<file path="src/sv/epdu_ram.sv">
module epdu_ram #(
	parameter int WIDTH = 8,
	parameter int DEPTH = 32
) (
	input  logic                     clk,
	input  logic                     we,
	input  logic [$clog2(DEPTH)-1:0] waddr,
	input  logic [WIDTH-1:0]         wdata,
	input  logic [$clog2(DEPTH)-1:0] raddr,
	output logic [WIDTH-1:0]         rdata
);
	logic [WIDTH-1:0] mem_q [DEPTH];

	always_ff @(posedge clk) begin
		if (we) begin
			mem_q[waddr] <= wdata;
		end
		rdata <= mem_q[raddr];
	end
endmodule

</file>
<file path="config.mk">
export PLATFORM = sky130hd
export DESIGN_NAME = epdu_ram
export DESIGN_NICKNAME = d
export VERILOG_FILES = /design/src/sv/epdu_ram.sv
export SDC_FILE = /design/constraint.sdc
export NUM_CORES = 1
export LEC_CHECK = 0
export BUFFER_PORTS_ARGS = -buffer_cell sky130_fd_sc_hd__buf_2
export CELL_PAD_IN_SITES_DETAIL_PLACEMENT = 1
export CELL_PAD_IN_SITES_GLOBAL_PLACEMENT = 1
export CORE_ASPECT_RATIO = 0.75
export CORE_MARGIN = 2
export CORE_UTILIZATION = 37
export DETAILED_ROUTE_END_ITERATION = 6
export PLACE_DENSITY = 0.56
export SLEW_MARGIN = 30
export SYNTH_ARGS = -nofsm -noshare
export SYNTH_HDL_FRONTEND = slang
export SYNTH_SLANG_ARGS = --single-unit
</file>
<file path="constraint.sdc">
create_clock -name clk -period 2.31 [get_ports clk]
set_input_delay 0.462 -clock clk [delete_from_list [all_inputs] [get_ports clk]]
set_output_delay 0.462 -clock clk [all_outputs]
set_load 0.1 [all_outputs]
</file>
# Word-level counts from Yosys, hierarchy flattened
# Memory sizes are Yosys's and may differ from the RTL's. A register that Yosys moved wholly into a read port is not among the register bits.
# Index checks and enable logic that the tools add are counted.
totals:
  ram_bits: 256
  output_inout_bits: 8
  ff_bits: 0
  mem_count: 1
mem_list:
  columns: ["memory", "words", "width", "rd", "rd_ports_with_merged_regs", "wr", "line", "rtl"]
  rows:
  - ["mem_q", 32, 8, 1, 1, 1, "12", "logic [WIDTH-1:0] mem_q [DEPTH];"]
classes:
  n_mux: 2
ops:
  columns: ["cell", "n"]
  rows:
  - ["1-bit 2-to-1 mux", 2]

# Logic depth before layout (Yosys ltp)
logic_depth:
  word_depth: 2
  ltp_mapped: 5
  depth_no_buf: 3

# Worst setup path before layout
# No wires, ideal clock.
synth_timing:
  path_type: "in2reg"
  startpoint: "input port raddr[2]"
  endpoint: "register rdata[0], read port of mem_q"
  stages: 5
  t_required_ps: 2189
  n_path_buf: 2
  setup_time_ps: 121
  slack_ps: 46
  arrival_time_ps: 2144
  path_cell_list: "clkbuf_1 > clkbuf_1 > mux4_2 > mux4_2 > mux2_2"
synth_rtl:
  columns: ["element", "line", "rtl"]
  rows:
  - ["start, declared", "9", "input logic [$clog2(DEPTH)-1:0] raddr,"]
  - ["end, declared", "10", "output logic [WIDTH-1:0] rdata"]

==> summary.md <==
The run finished with clean final reports. Dividing total power by cell area gives a power density of 862 nW/um^2. Global routing used 16.8% of the available tracks. Per report_power, the clock group accounts for 40.3% of the total. The startpoint identified for the worst register-to-register timing path is mem_q[13][1]. On the final layout, the worst hold slack is 0.420 ns. The relative slew slack was 54.1%; the width of the chip was 194 um. Setup violations remaining at the end of the flow were counted as 0. For the design internal power, the log shows 7.92 mW.

The maximum level of the CTS H-tree was 1. The setup path with the least slack is of type in2reg. The floorplan die area was 28,500 um^2; the number of nets produced by synthesis was 437. The total number of nets in the final design came out at 513. Setup repair after global routing left no endpoint under its margin.

The floorplan step set the die height to 147 um. Number of DRC markers after the initial detailed-route iteration: 405. The number of top-level pins was 28; the required time at the worst-slack endpoint was 2.72 ns. The first global-routing pass estimated 34,600 um of wire. The total number of vias is 4,566. Dividing the detail-routed wire length by the instance count gives 26.7 um. The mean instance size in the synthesized netlist is 24.1 um^2, and the count of instances resized after the clock tree is built is 0. Compared with the post-synthesis result, the final layout area differs by 16.7%. Input and output buffers added on the ports amount to 27. Endpoint of the worst hold path: rdata[3]. The run gives 0 as the number of DRC violations after detailed routing. The insertion delay of the later-clocked pin in the worst-skew pair is 0.52 ns. For this block, the routed nets add up to 23,100 um of wire. The tools report the total negative slack as 0 ns. The number of antenna diodes in the final layout is 0.

The clock root buffer was clkbuf_16. The combinational share of power is 6.8%. For the worst setup path, the data arrival time is 2.30 ns. TritonCTS built the clock tree. The tools report the CTS buffer count as 26. Yosys mapped the design onto 15 distinct sky130hd cell types.

Registers take 7850 um^2. The startpoint of the worst hold path was raddr[3]. In this run the worst hold path is classified as in2reg. Post-synthesis cell count: 417. Once detailed placement completed, the half-perimeter wirelength came to 14,800 um.

Timing analysis after detailed placement gives a worst setup slack of -0.113 ns. Counting I/O delays and the setup requirement, the final critical path takes 1.89 ns. Clock-pin slew was measured on the worst setup and hold paths at 0.07 ns. The number of cells traversed by the worst register-to-register path came out at 3.

The buffer count from post-CTS setup fixing is 0, and the maximum fanout along the worst path is 18. Cells with a size suffix above 1 make up 38.0% of the layout. The total of hold buffers inserted after clock tree synthesis was 0. The cell count of the worst hold path works out to 2. The filler cells instantiated in the layout total 2,482.

The final hold violation count was 0; the synthesis-stage register bit count was 264. The commonest non-fill, non-tap cell in the layout was edfxtp_1. The worst setup path is captured at a flip-flop. The total power after layout was 10.1 mW.

Sequential power share: 52.9%. The reg-to-reg critical path endpoint was rdata[1]. The synthesized netlist occupies a cell area of 10,100 um^2. The clock net in this run drives a total of 264 sinks. The peak clock frequency supported by timing came out at 529 MHz. The run gives 52 as the standard-cell row count.

For the pin with the worst max-slew slack, the measured transition is 0.689 ns. Entering global routing, the biggest net connects 33 pins. After synthesis, flip-flops and latches occupy 78.1% of the total area.

The setup slack of the worst register-to-register path came out at 0.47 ns. STA classifies the critical path startpoint as an input port. For the number of antenna violations at the first check in global routing, the log shows 0. Net switching is 21.7% of the power. Routability-driven placement finished with a final weighted congestion of 0.724.

The net switching power is 2.20 mW, and the portion of the clock cycle consumed by the worst path in the final layout is 81.9%. After floorplanning, the core was sized to cover 26,900 um^2. In this run the remaining antenna-violating nets after routing total 0. The max-slew violation count is 0, and the global-route congestion overflow total is 0. In this run the static leakage power is 3.73 nW. VDD sags by at most 740 uV. The Yosys step of the flow raised 0 warnings. The logs give 0.418 ns for the worst-case setup margin in the final layout and 6 for the first-pass detailed-route iteration total. Max-cap violations in this run came to 0. The multi-input logic area was 2100 um^2. The number of global-route vias before repair is 4,870.

The initial utilization of the core area, before any placement, comes to 37.4%. The clock passes through at most 3 buffers. The tools report the final worst clock skew as 0.0117 ns.

Leaving out fill and tap cells, the most frequent cells in the layout are 256 x edfxtp_1, 80 x mux4_2, 35 x buf_4. Using the TritonRoute via totals, the vias-per-cell ratio works out to 5.28.
[metrics by stage]
stage / instances / util (%) / cell area, um^2
after floorplan: 417 / - / 10100
after global placement: 816 / 40.6 / 10900
after detailed placement: 816 / 40.6 / 10900
after CTS: 864 / 43.7 / 11700
after global routing: 864 / 43.7 / 11700
final: 864 / 43.7 / 11700
[worst max-delay path: stages]
cell	delay, ns
buf_4	0.18
buf_12	0.22
mux4_2	0.59
mux4_2	0.55
mux2_2	0.29
[sequential cells by signal, summed over array words and instances (netlist names)]
signal / cells
rdata: 8
mem_q: 256
[power by group through the flow]
stage / Sequential, mW / Clock [mW] / Combinational [mW]
2_1_floorplan: 5.59 / 0 / 0.284
3_3_place_gp: 5.45 / 0 / 0.690
3_5_place_dp: 5.45 / 0 / 0.702
4_1_cts: 5.35 / 4.17 / 0.704
5_1_grt: 5.35 / 4.36 / 0.732
6_report: 5.35 / 4.08 / 0.689
[worst max-delay path by stage]
stage / slack [ns] / start / end
2_1_floorplan: 0.05 / raddr[2] / rdata[0]
3_3_place_gp: -0.12 / raddr[0] / rdata[1]
3_5_place_dp: -0.11 / raddr[0] / rdata[1]
4_1_cts: 0.43 / raddr[0] / rdata[1]
5_1_grt: 0.40 / raddr[0] / rdata[1]
6_report: 0.42 / raddr[0] / rdata[1]
[logic make-up after synthesis]
| logic type | share of synthesized area [%] |
|---|---|
| muxes | 18.8 |
| and+or+nand+nor | 2.07 |
| DFF | 78.1 |
| buffers and inverters | 1.06 |
[area by class of cell]
class                           instances  share of cell area, %
Clock buffer                           34                   5.98
Multi-Input combinational cell        133                   17.9
Clock inverter                         14                  0.970
Timing Repair Buffer                   68                   4.54
Tap cell                              351                   3.74
Sequential cell                       264                   66.9
[cell usage after synthesis, drive strengths merged]
cell type,count,area [um^2]
or3,1,6.26
mux4,80,1800
nor2,33,124
edfxtp,256,7690
or3b,3,26.3
clkbuf,6,22.5
buf,14,83.8
nand3b,5,37.5
nand2,1,3.75
mux2,8,90.1
dfxtp,8,160
nand3,2,10.0
[layer usage]
| metal | track usage [%] | share of wire (%) |
|---|---|---|
| met1 | 27.7 | 49 |
| met5 | 0 | 0 |
| met2 | 22.7 | 42 |
| met3 | 4.04 | 7.9 |
| met4 | 3.04 | 1.6 |
Power figures use the tool's default switching activity.
