<file path="src/sv/epdu_pkg.sv">
package epdu_pkg;

	localparam int POOL_DEPTH_DEF   = 16;
	localparam int NUM_CLUSTERS_DEF = 32;
	localparam int NODE_BITS_DEF    = 8;

	localparam int COST_W = 31;
	localparam int GEN_W  = 24;

	localparam logic [2:0] OP_LOAD     = 3'd0;
	localparam logic [2:0] OP_UPDATE   = 3'd1;
	localparam logic [2:0] OP_FARTHEST = 3'd2;
	localparam logic [2:0] OP_BEST     = 3'd3;
	localparam logic [2:0] OP_CLEAR    = 3'd4;

	localparam logic [1:0] KIND_STATUS  = 2'd0;
	localparam logic [1:0] KIND_ELEMENT = 2'd1;
	localparam logic [1:0] KIND_NONE    = 2'd2;

	localparam logic REG_ELITE_SIZE   = 1'b0;
	localparam logic REG_MIN_DISTANCE = 1'b1;

	localparam logic [4:0] ELITE_SIZE_RST   = 5'd10;
	localparam logic [5:0] MIN_DISTANCE_RST = 6'd3;
	localparam logic [GEN_W-1:0] GEN_RST    = 24'd1;
	localparam logic signed [31:0] NO_COST  = -32'sd1;

	typedef struct packed {
		logic [2:0]        opcode;
		logic [4:0]        element_index;
		logic [7:0]        element_value;
		logic [COST_W-1:0] cost;
		logic [GEN_W-1:0]  generation;
	} cmd_t;

	typedef struct packed {
		logic [1:0]        result_kind;
		logic              accepted;
		logic signed [31:0] best_cost;
		logic [GEN_W-1:0]  best_generation;
		logic [4:0]        pool_count;
		logic [4:0]        out_index;
		logic [7:0]        out_value;
		logic signed [31:0] chosen_cost;
		logic              last;
	} rsp_t;

	typedef struct packed {
		logic ins;
		logic rem;
	} ord_ctrl_t;

endpackage

</file>
<file path="src/sv/epdu_order.sv">
module epdu_order #(
	parameter int POOL_DEPTH = 16
) (
	input  logic                              clk,
	input  logic                              arst_n,
	input  epdu_pkg::ord_ctrl_t               ctrl,
	input  logic [$clog2(POOL_DEPTH+1)-1:0]   pos,
	input  logic [$clog2(POOL_DEPTH+1)-1:0]   sel,
	input  logic [epdu_pkg::COST_W-1:0]       cin,
	output logic [$clog2(POOL_DEPTH+1)-1:0]   ord_rd,
	output logic [epdu_pkg::COST_W-1:0]       cost_rd
);
	import epdu_pkg::*;

	localparam int ENTRIES = POOL_DEPTH + 1;
	localparam int SB      = $clog2(ENTRIES);

	logic [SB-1:0]     ord_q  [ENTRIES];
	logic [COST_W-1:0] cost_q [ENTRIES];

	assign ord_rd  = ord_q[sel];
	assign cost_rd = cost_q[sel];

	always_ff @(posedge clk or negedge arst_n) begin
		if (!arst_n) begin
			for (int j = 0; j < ENTRIES; j++) begin
				ord_q[j] <= SB'(j);
			end
		end else begin
			for (int j = 0; j < ENTRIES; j++) begin
				if (ctrl.ins) begin
					if (j == int'(pos)) begin
						ord_q[j] <= ord_rd;
					end else if (j > int'(pos) && j <= int'(sel)) begin
						ord_q[j] <= ord_q[(j == 0) ? 0 : j - 1];
					end
				end else if (ctrl.rem) begin
					if (j == ENTRIES - 1) begin
						ord_q[j] <= ord_rd;
					end else if (j >= int'(sel)) begin
						ord_q[j] <= ord_q[j + 1];
					end
				end
			end
		end
	end

	always_ff @(posedge clk) begin
		for (int j = 0; j < ENTRIES; j++) begin
			if (ctrl.ins) begin
				if (j == int'(pos)) begin
					cost_q[j] <= cin;
				end else if (j > int'(pos) && j <= int'(sel)) begin
					cost_q[j] <= cost_q[(j == 0) ? 0 : j - 1];
				end
			end else if (ctrl.rem) begin
				if (j == ENTRIES - 1) begin
					cost_q[j] <= cost_rd;
				end else if (j >= int'(sel)) begin
					cost_q[j] <= cost_q[j + 1];
				end
			end
		end
	end
endmodule

</file>
<file path="config.mk">
export PLATFORM = sky130hd
export DESIGN_NAME = epdu_order
export DESIGN_NICKNAME = d
export VERILOG_FILES = /design/src/sv/epdu_pkg.sv /design/src/sv/epdu_order.sv
export SDC_FILE = /design/constraint.sdc
export NUM_CORES = 2
export LEC_CHECK = 0
export BUFFER_PORTS_ARGS = -buffer_cell sky130_fd_sc_hd__clkbuf_2
export CORE_ASPECT_RATIO = 0.8
export CORE_MARGIN = 4
export CORE_UTILIZATION = 40
export CTS_CLUSTER_DIAMETER = 80
export CTS_CLUSTER_SIZE = 25
export DETAILED_ROUTE_END_ITERATION = 8
export PLACE_DENSITY_LB_ADDON = 0.12
export SLEW_MARGIN = 10
export SYNTH_ARGS = -nofsm -noshare
export SYNTH_HDL_FRONTEND = slang
export SYNTH_SLANG_ARGS = --single-unit
export TNS_END_PERCENT = 100
</file>
<file path="constraint.sdc">
create_clock -name clk -period 3.7 [get_ports clk]
set_clock_uncertainty 0.2 [all_clocks]
set_input_delay 0.37 -clock clk [delete_from_list [all_inputs] [get_ports clk]]
set_output_delay 0.37 -clock clk [all_outputs]
set_load 0.02 [all_outputs]
</file>
# --- Word level (Yosys, flattened, before mapping) ---
# Memory sizes are Yosys's and may differ from the RTL's.
# Cells that the tools add are included.
word_totals:
  wordCells: 486
  output_inout_bits: 36
  ram_bits: 527
  n_memories: 1
  in_bits: 45
  ff_bits: 85
classes:
  n_lt_le_gt_ge: 49
  bitwise_logic: 34
  n_reduce_logical: 51
  n_eq_ne: 33
  n_mux: 301
memory_table:
  columns: ["name", "depth", "width", "rd", "rd_clocked_by_memory_dff", "write_ports", "line_no", "text"]
  rows:
  - ["cost_q", 17, 31, 18, 0, 17, "epdu_order.sv:19", "logic [COST_W-1:0] cost_q [ENTRIES];"]
ops:
  columns: ["operator", "n"]
  rows:
  - ["31-bit 2-to-1 mux", 33]
  - ["5-bit 2-to-1 mux", 85]
  - ["1-bit 2-to-1 mux", 182]
  - ["3-bit by 1-bit inequality test with 1-bit output (second input constant)", 16]
  - ["3-bit AND reduction", 16]
  - ["5-bit equality test (first input constant)", 9]
  - ["4-bit by 5-bit greater-or-equal comparator with 1-bit output (first input constant)", 8]
  - ["4-bit by 5-bit > comparator with 1-bit output (first input constant)", 8]
  - ["4-bit by 5-bit less-or-equal comparator with 1-bit output (first input constant)", 8]
  - ["2-bit nonzero test", 17]
  - ["1-bit OR", 33]
  - ["5-bit binary-select mux with 5-bit select", 1]
  - ["4-bit by 5-bit equality test with 1-bit output (first input constant)", 4]
  - ["3-bit by 5-bit greater-or-equal comparator with 1-bit output (first input constant)", 4]
  - ["3-bit by 5-bit > comparator with 1-bit output (first input constant)", 4]
  - ["3-bit by 5-bit less-or-equal comparator with 1-bit output (first input constant)", 4]
  - ["1-bit logical AND", 16]
  - ["3-bit by 5-bit equality test with 1-bit output (first input constant)", 2]
  - ["1-bit by 5-bit greater-or-equal comparator with 1-bit output (first input constant)", 2]
  - ["2-bit by 5-bit greater-or-equal comparator with 1-bit output (first input constant)", 2]
  - ["2-bit by 5-bit > comparator with 1-bit output (first input constant)", 2]
  - ["2-bit by 5-bit less-or-equal comparator with 1-bit output (first input constant)", 2]
  - ["6-bit greater-or-equal comparator (second input constant)", 1]
  - ["5-bit NOT with 6-bit output", 1]
  - ["8 further kinds", 8]

# --- Longest topological paths before layout ---
logic_depth:
  depth_word: 8
  mapped_depth: 10
  depth_no_buf: 6

# --- Worst setup path before layout ---
# No wires, ideal clock.
synth_timing:
  path_type: "input to register"
  startpoint: "input sel[3]"
  endpoint: "register ord_q[44] (netlist bit)"
  cell_stages: 8
  required_ns: 3.372
  setup_time_ns: 0.128
  arrival_time_ns: 2.895
  n_path_buf: 4
  path_slack_ns: 0.477
  cell_sequence: "buf_2 -> buf_2 -> buf_2 -> buf_2 -> o31ai_1 -> nand2_1 -> nand3_1 -> o221a_2"
synth_between:
  elab_chain_len: 6
  word_cells_on_any_way: 12
  classes_between: "order compare: 2; eq/ne: 1; mux: 5; bitwise: 1; reduce/logical: 3"
synth_rtl:
  columns: ["item", "line_no", "text"]
  rows:
  - ["from (decl)", "epdu_order.sv:8", "input logic [$clog2(POOL_DEPTH+1)-1:0] sel,"]
  - ["5-bit NOT with 6-bit output (not written as such)", "epdu_order.sv:21", "assign ord_rd = ord_q[sel];"]
  - ["5-bit binary-select mux with 5-bit select", "epdu_order.sv:21", null]
  - ["5-bit 2-to-1 mux (not written as such) (2 in series)", "epdu_order.sv:21", null]
  - ["5-bit 2-to-1 mux", "epdu_order.sv:32", "if (j == int'(pos)) begin"]
  - ["5-bit 2-to-1 mux", "epdu_order.sv:31", "if (ctrl.ins) begin"]
  - ["to (signal, indexed assignment)", "epdu_order.sv:27", "ord_q[j] <= SB'(j);"]
  - ["to (signal, indexed assignment)", "epdu_order.sv:33", "ord_q[j] <= ord_rd;"]
  - ["to (signal, indexed assignment)", "epdu_order.sv:35", "ord_q[j] <= ord_q[(j == 0) ? 0 : j - 1];"]
  - ["to (decl)", "epdu_order.sv:18", "logic [SB-1:0] ord_q [ENTRIES];"]
# Several ways; a longest one is shown, not always the timed one. The select of a mux whose other input is x is not followed.
# A chain may end at the register's enable or synchronous reset.

# --- Worst setup path after layout ---
layout_timing:
  startpoint: "input sel[4]"
  endpoint: "output cost_rd[12] (netlist bit)"
layout_between:
  elab_chain_len: 1
layout_rtl:
  columns: ["item", "line_no", "text"]
  rows:
  - ["memory read 17 x 31 bit", null, null]
  - ["to (decl)", "epdu_order.sv:11", "output logic [epdu_pkg::COST_W-1:0] cost_rd"]
# Every way passes these cells.

==> flow_summary.toml <==
[clock_network]
cts_made_buffers = 35
ctsRootBufferMaster = "sky130_fd_sc_hd__clkbuf_16"
clock-sinks = 612
cts_resized = 0
clk_path_buf_depth = 3
tritoncts = "built"
clock_latency_on_the_worst_skew_pair_ns = 0.63
h_tree_lvls = 2
clkSlewWorstSetupHoldPaths_ns = 0.11
postCtsSetupBuffers = 0

[critical_path]
crit_required_ns = 3.13
max_stage_delay_ns = 0.61
end_kind = "output port"
timing.critical_path.from_type = "input port"
worst_endpoint_data_arrival_time_ns = 3.10
critPathSlowestCell = "sky130_fd_sc_hd__nor3_1"
worstPathCellList = "dlygate4sd3_1 > clkbuf_2 > buf_4 > or3_1 > buf_4 > o22ai_1 > nor3_1 > clkbuf_2"
worst_path_fanout_max = 14
setup.worst_path.class = "in2out"

[placement]
place.detailed.hpwl_mm = 87.9
finalWeightedCongestion = 0.915
placement.setup.worst_slack_ns = 0.423
port_buffers = 80

[power_and_ir_drop]
comb_power_share_pct = 19.2
internal_power_mw = 11.6
power.share.switching_pct = 31.4
share_seq_of_total_power_pct = 53.0
vdd_drop_max_mv = 0.334
static_leakage_nw = 15.4
share_clk_of_total_power_pct = 27.8
power_per_cell_area_nw_per_um2 = 422
switching_power_mw = 5.30

[floorplan]
die_h_um = 278
floorplan.rows = 98
floorplan.initialDensity_pct = 40.5
dieArea_um2 = 95800
x_dimension_of_the_die_um = 345
num_io_pins = 81
core_region_area_um2 = 89800

[global_routing]
grt_start_max_net_pins = 73
track_usage_pct = 28.7
global_route.overflow_total = 0
antenna_found_initial = 5
first_global_vias = 29300
global_route_wire_length_before_repair_mm = 203

[timing]
clock.fmax_ghz = 0.272
maxSlewViolCount = 0
share_of_the_cycle_needed_by_the_critical_path_after_routing_pct = 99.3
worst_slew_pin_slew_ns = 1.00
grt_setup_unrepaired = "no"
min_period_ns = 3.67
hold_violations = 0
fin_setup_tns_ns = 0
postLayoutSetupSlackWorst_ns = 0.0255
final-setup-viol-count = 0
timing.max_slew.rel_slack_pct = 33.1

[synthesis]
synth_warn = 0
synth_top_flop_cell = "sky130_fd_sc_hd__edfxtp_1"
netlist_instances = 3404
seq_area_frac_synth_pct = 49.5
syn_nets = 3449
synth_most_common_cell = "sky130_fd_sc_hd__nand2_1"
synth_area_leaders = "sky130_fd_sc_hd__edfxtp_1 (44%), sky130_fd_sc_hd__mux2i_1 (13%), sky130_fd_sc_hd__mux4_2 (5.8%)"
synth_area_per_cell_um2 = 10.7
ys_async_sr_fraction_pct = 13.9
synthTopCellsByCount = "sky130_fd_sc_hd__nand2_1 (538), sky130_fd_sc_hd__edfxtp_1 (527), sky130_fd_sc_hd__mux2i_1 (475)"
number_of_enable_flip_flop_cells_after_synthesis = 527
ys_types = 67
ys_ff_latch = 612
synth_largest_type_area_fraction_pct = 43.6
synth_top_area_cell = "sky130_fd_sc_hd__edfxtp_1"
synth_area_um2 = 36300

[drt]
num_vias = 29800
detailedRoute.firstPassIterationCount = 9
drt_iter0_markers = 3870
route.detailed.drc = 0
avgViaCountPerCell = 6.50
routedWlPerCell_um = 30.8
postRouteWirelength_mm = 141
route.antenna.remaining_nets = 0

[final_layout]
fillerInstances = 8372
syn2layout_area_growth_pct = 10.2
drive_above_1_share_pct = 16.5
finalNetCount = 3397

[flow_run]
cap_violations = 0

[min_path]
holdCritPathClass = "in2reg"

[outcome]
status = "finished, final reports clean"
-- cell usage in the layout, fill, tap and decap left out, types with 49 or more instances in the layout --
cell and n:
sky130_fd_sc_hd__buf_4 111, sky130_fd_sc_hd__dfrtp_1 52, sky130_fd_sc_hd__nor2_1 324, sky130_fd_sc_hd__nand2_1 532, sky130_fd_sc_hd__o21ai_0 232, sky130_fd_sc_hd__a21oi_1 177, sky130_fd_sc_hd__mux4_2 93, sky130_fd_sc_hd__mux2i_1 475
sky130_fd_sc_hd__clkbuf_2 76, sky130_fd_sc_hd__mux2_2 49, sky130_fd_sc_hd__a31oi_1 95, sky130_fd_sc_hd__edfxtp_1 527
-- state kept, by name, indices dropped and copies added, names as in the netlist --
name    flops
cost_q    527
ord_q      85
-- power groups by stage --
| stage | clock, mW | sequential, mW | combinational [mW] |
|---|---|---|---|
| 2_1_floorplan | 0 | 8.78 | 2.03 |
| 3_3_place_gp | 0 | 9.05 | 3.13 |
| 3_5_place_dp | 0 | 9.06 | 3.18 |
| 4_1_cts | 4.78 | 8.91 | 3.19 |
| 5_1_grt | 5.00 | 8.99 | 3.44 |
| 6_report | 4.70 | 8.95 | 3.24 |
-- logic make-up after synthesis --
family,synth area share (%)
AOI/OAI and AO/OA,14.1
buffers and inverters,4.05
DFF,49.5
muxes,20.4
and+or+nand+nor,11.9
-- layer usage --
metal,track usage [%],wire (um)
met4,10.4,5540
met3,4.77,13800
met5,0,13
met1,41.8,60400
met2,43.0,61100
-- per-stage QoR --
step | std cells | area, um2 | total power, mW | util, % | hold slack (ns)
finish | 4577 | 40100 | 16.9 | 44.6 | 0.132
global route | 4577 | 40100 | 17.4 | 44.6 | 0.146
CTS | 4576 | 40000 | 16.9 | 44.6 | 0.0957
detailed placement | 4513 | 38900 | 12.2 | 43.3 | 0.325
global placement | 4513 | 38900 | 12.2 | 43.3 | 0.315
floorplan | 3404 | 36300 | 10.8 | - | -0.126
-- area by class of cell --
type / count / area (um2) / area share [%]
Sequential cell: 612 / 18000 / 44.9
Multi-Input combinational cell: 2454 / 17100 / 42.8
Timing Repair Buffer: 237 / 2190 / 5.47
Tap cell: 1200 / 1500 / 3.75
Clock buffer: 40 / 936 / 2.34
Clock inverter: 21 / 240 / 0.600
Inverter: 12 / 52.6 / 0.131
Antenna cell: 1 / 2.50 / 0.00625
-- worst paths after layout --
path,endpoint,from,slack (ns),cells after the start
max,cost_rd[12],sel[4],0.03,8
min,cost_q[16][9],cin[9],0.13,3
max reg2reg,ord_q[64],ord_q[9],1.26,6
min reg2reg,ord_q[4],ord_q[4],0.34,2
max in group asynchronous,ord_q[55],arst_n,2.21,3
min in group asynchronous,ord_q[78],arst_n,0.21,2
-- critical path: cells and delay by family --
kind,cells,cell delay (ns)
AO/OA/AOI/OAI,1,0.17
buffers and inverters,5,1.73
AND/OR/NAND/NOR,2,0.80
-- repair_timing --
item                                   CTS  global route
endpoints found under the hold margin   36             0
hold buffers                             2             0
setup endpoints to repair                0             0
Note: power is estimated with default switching activity, not from simulation.
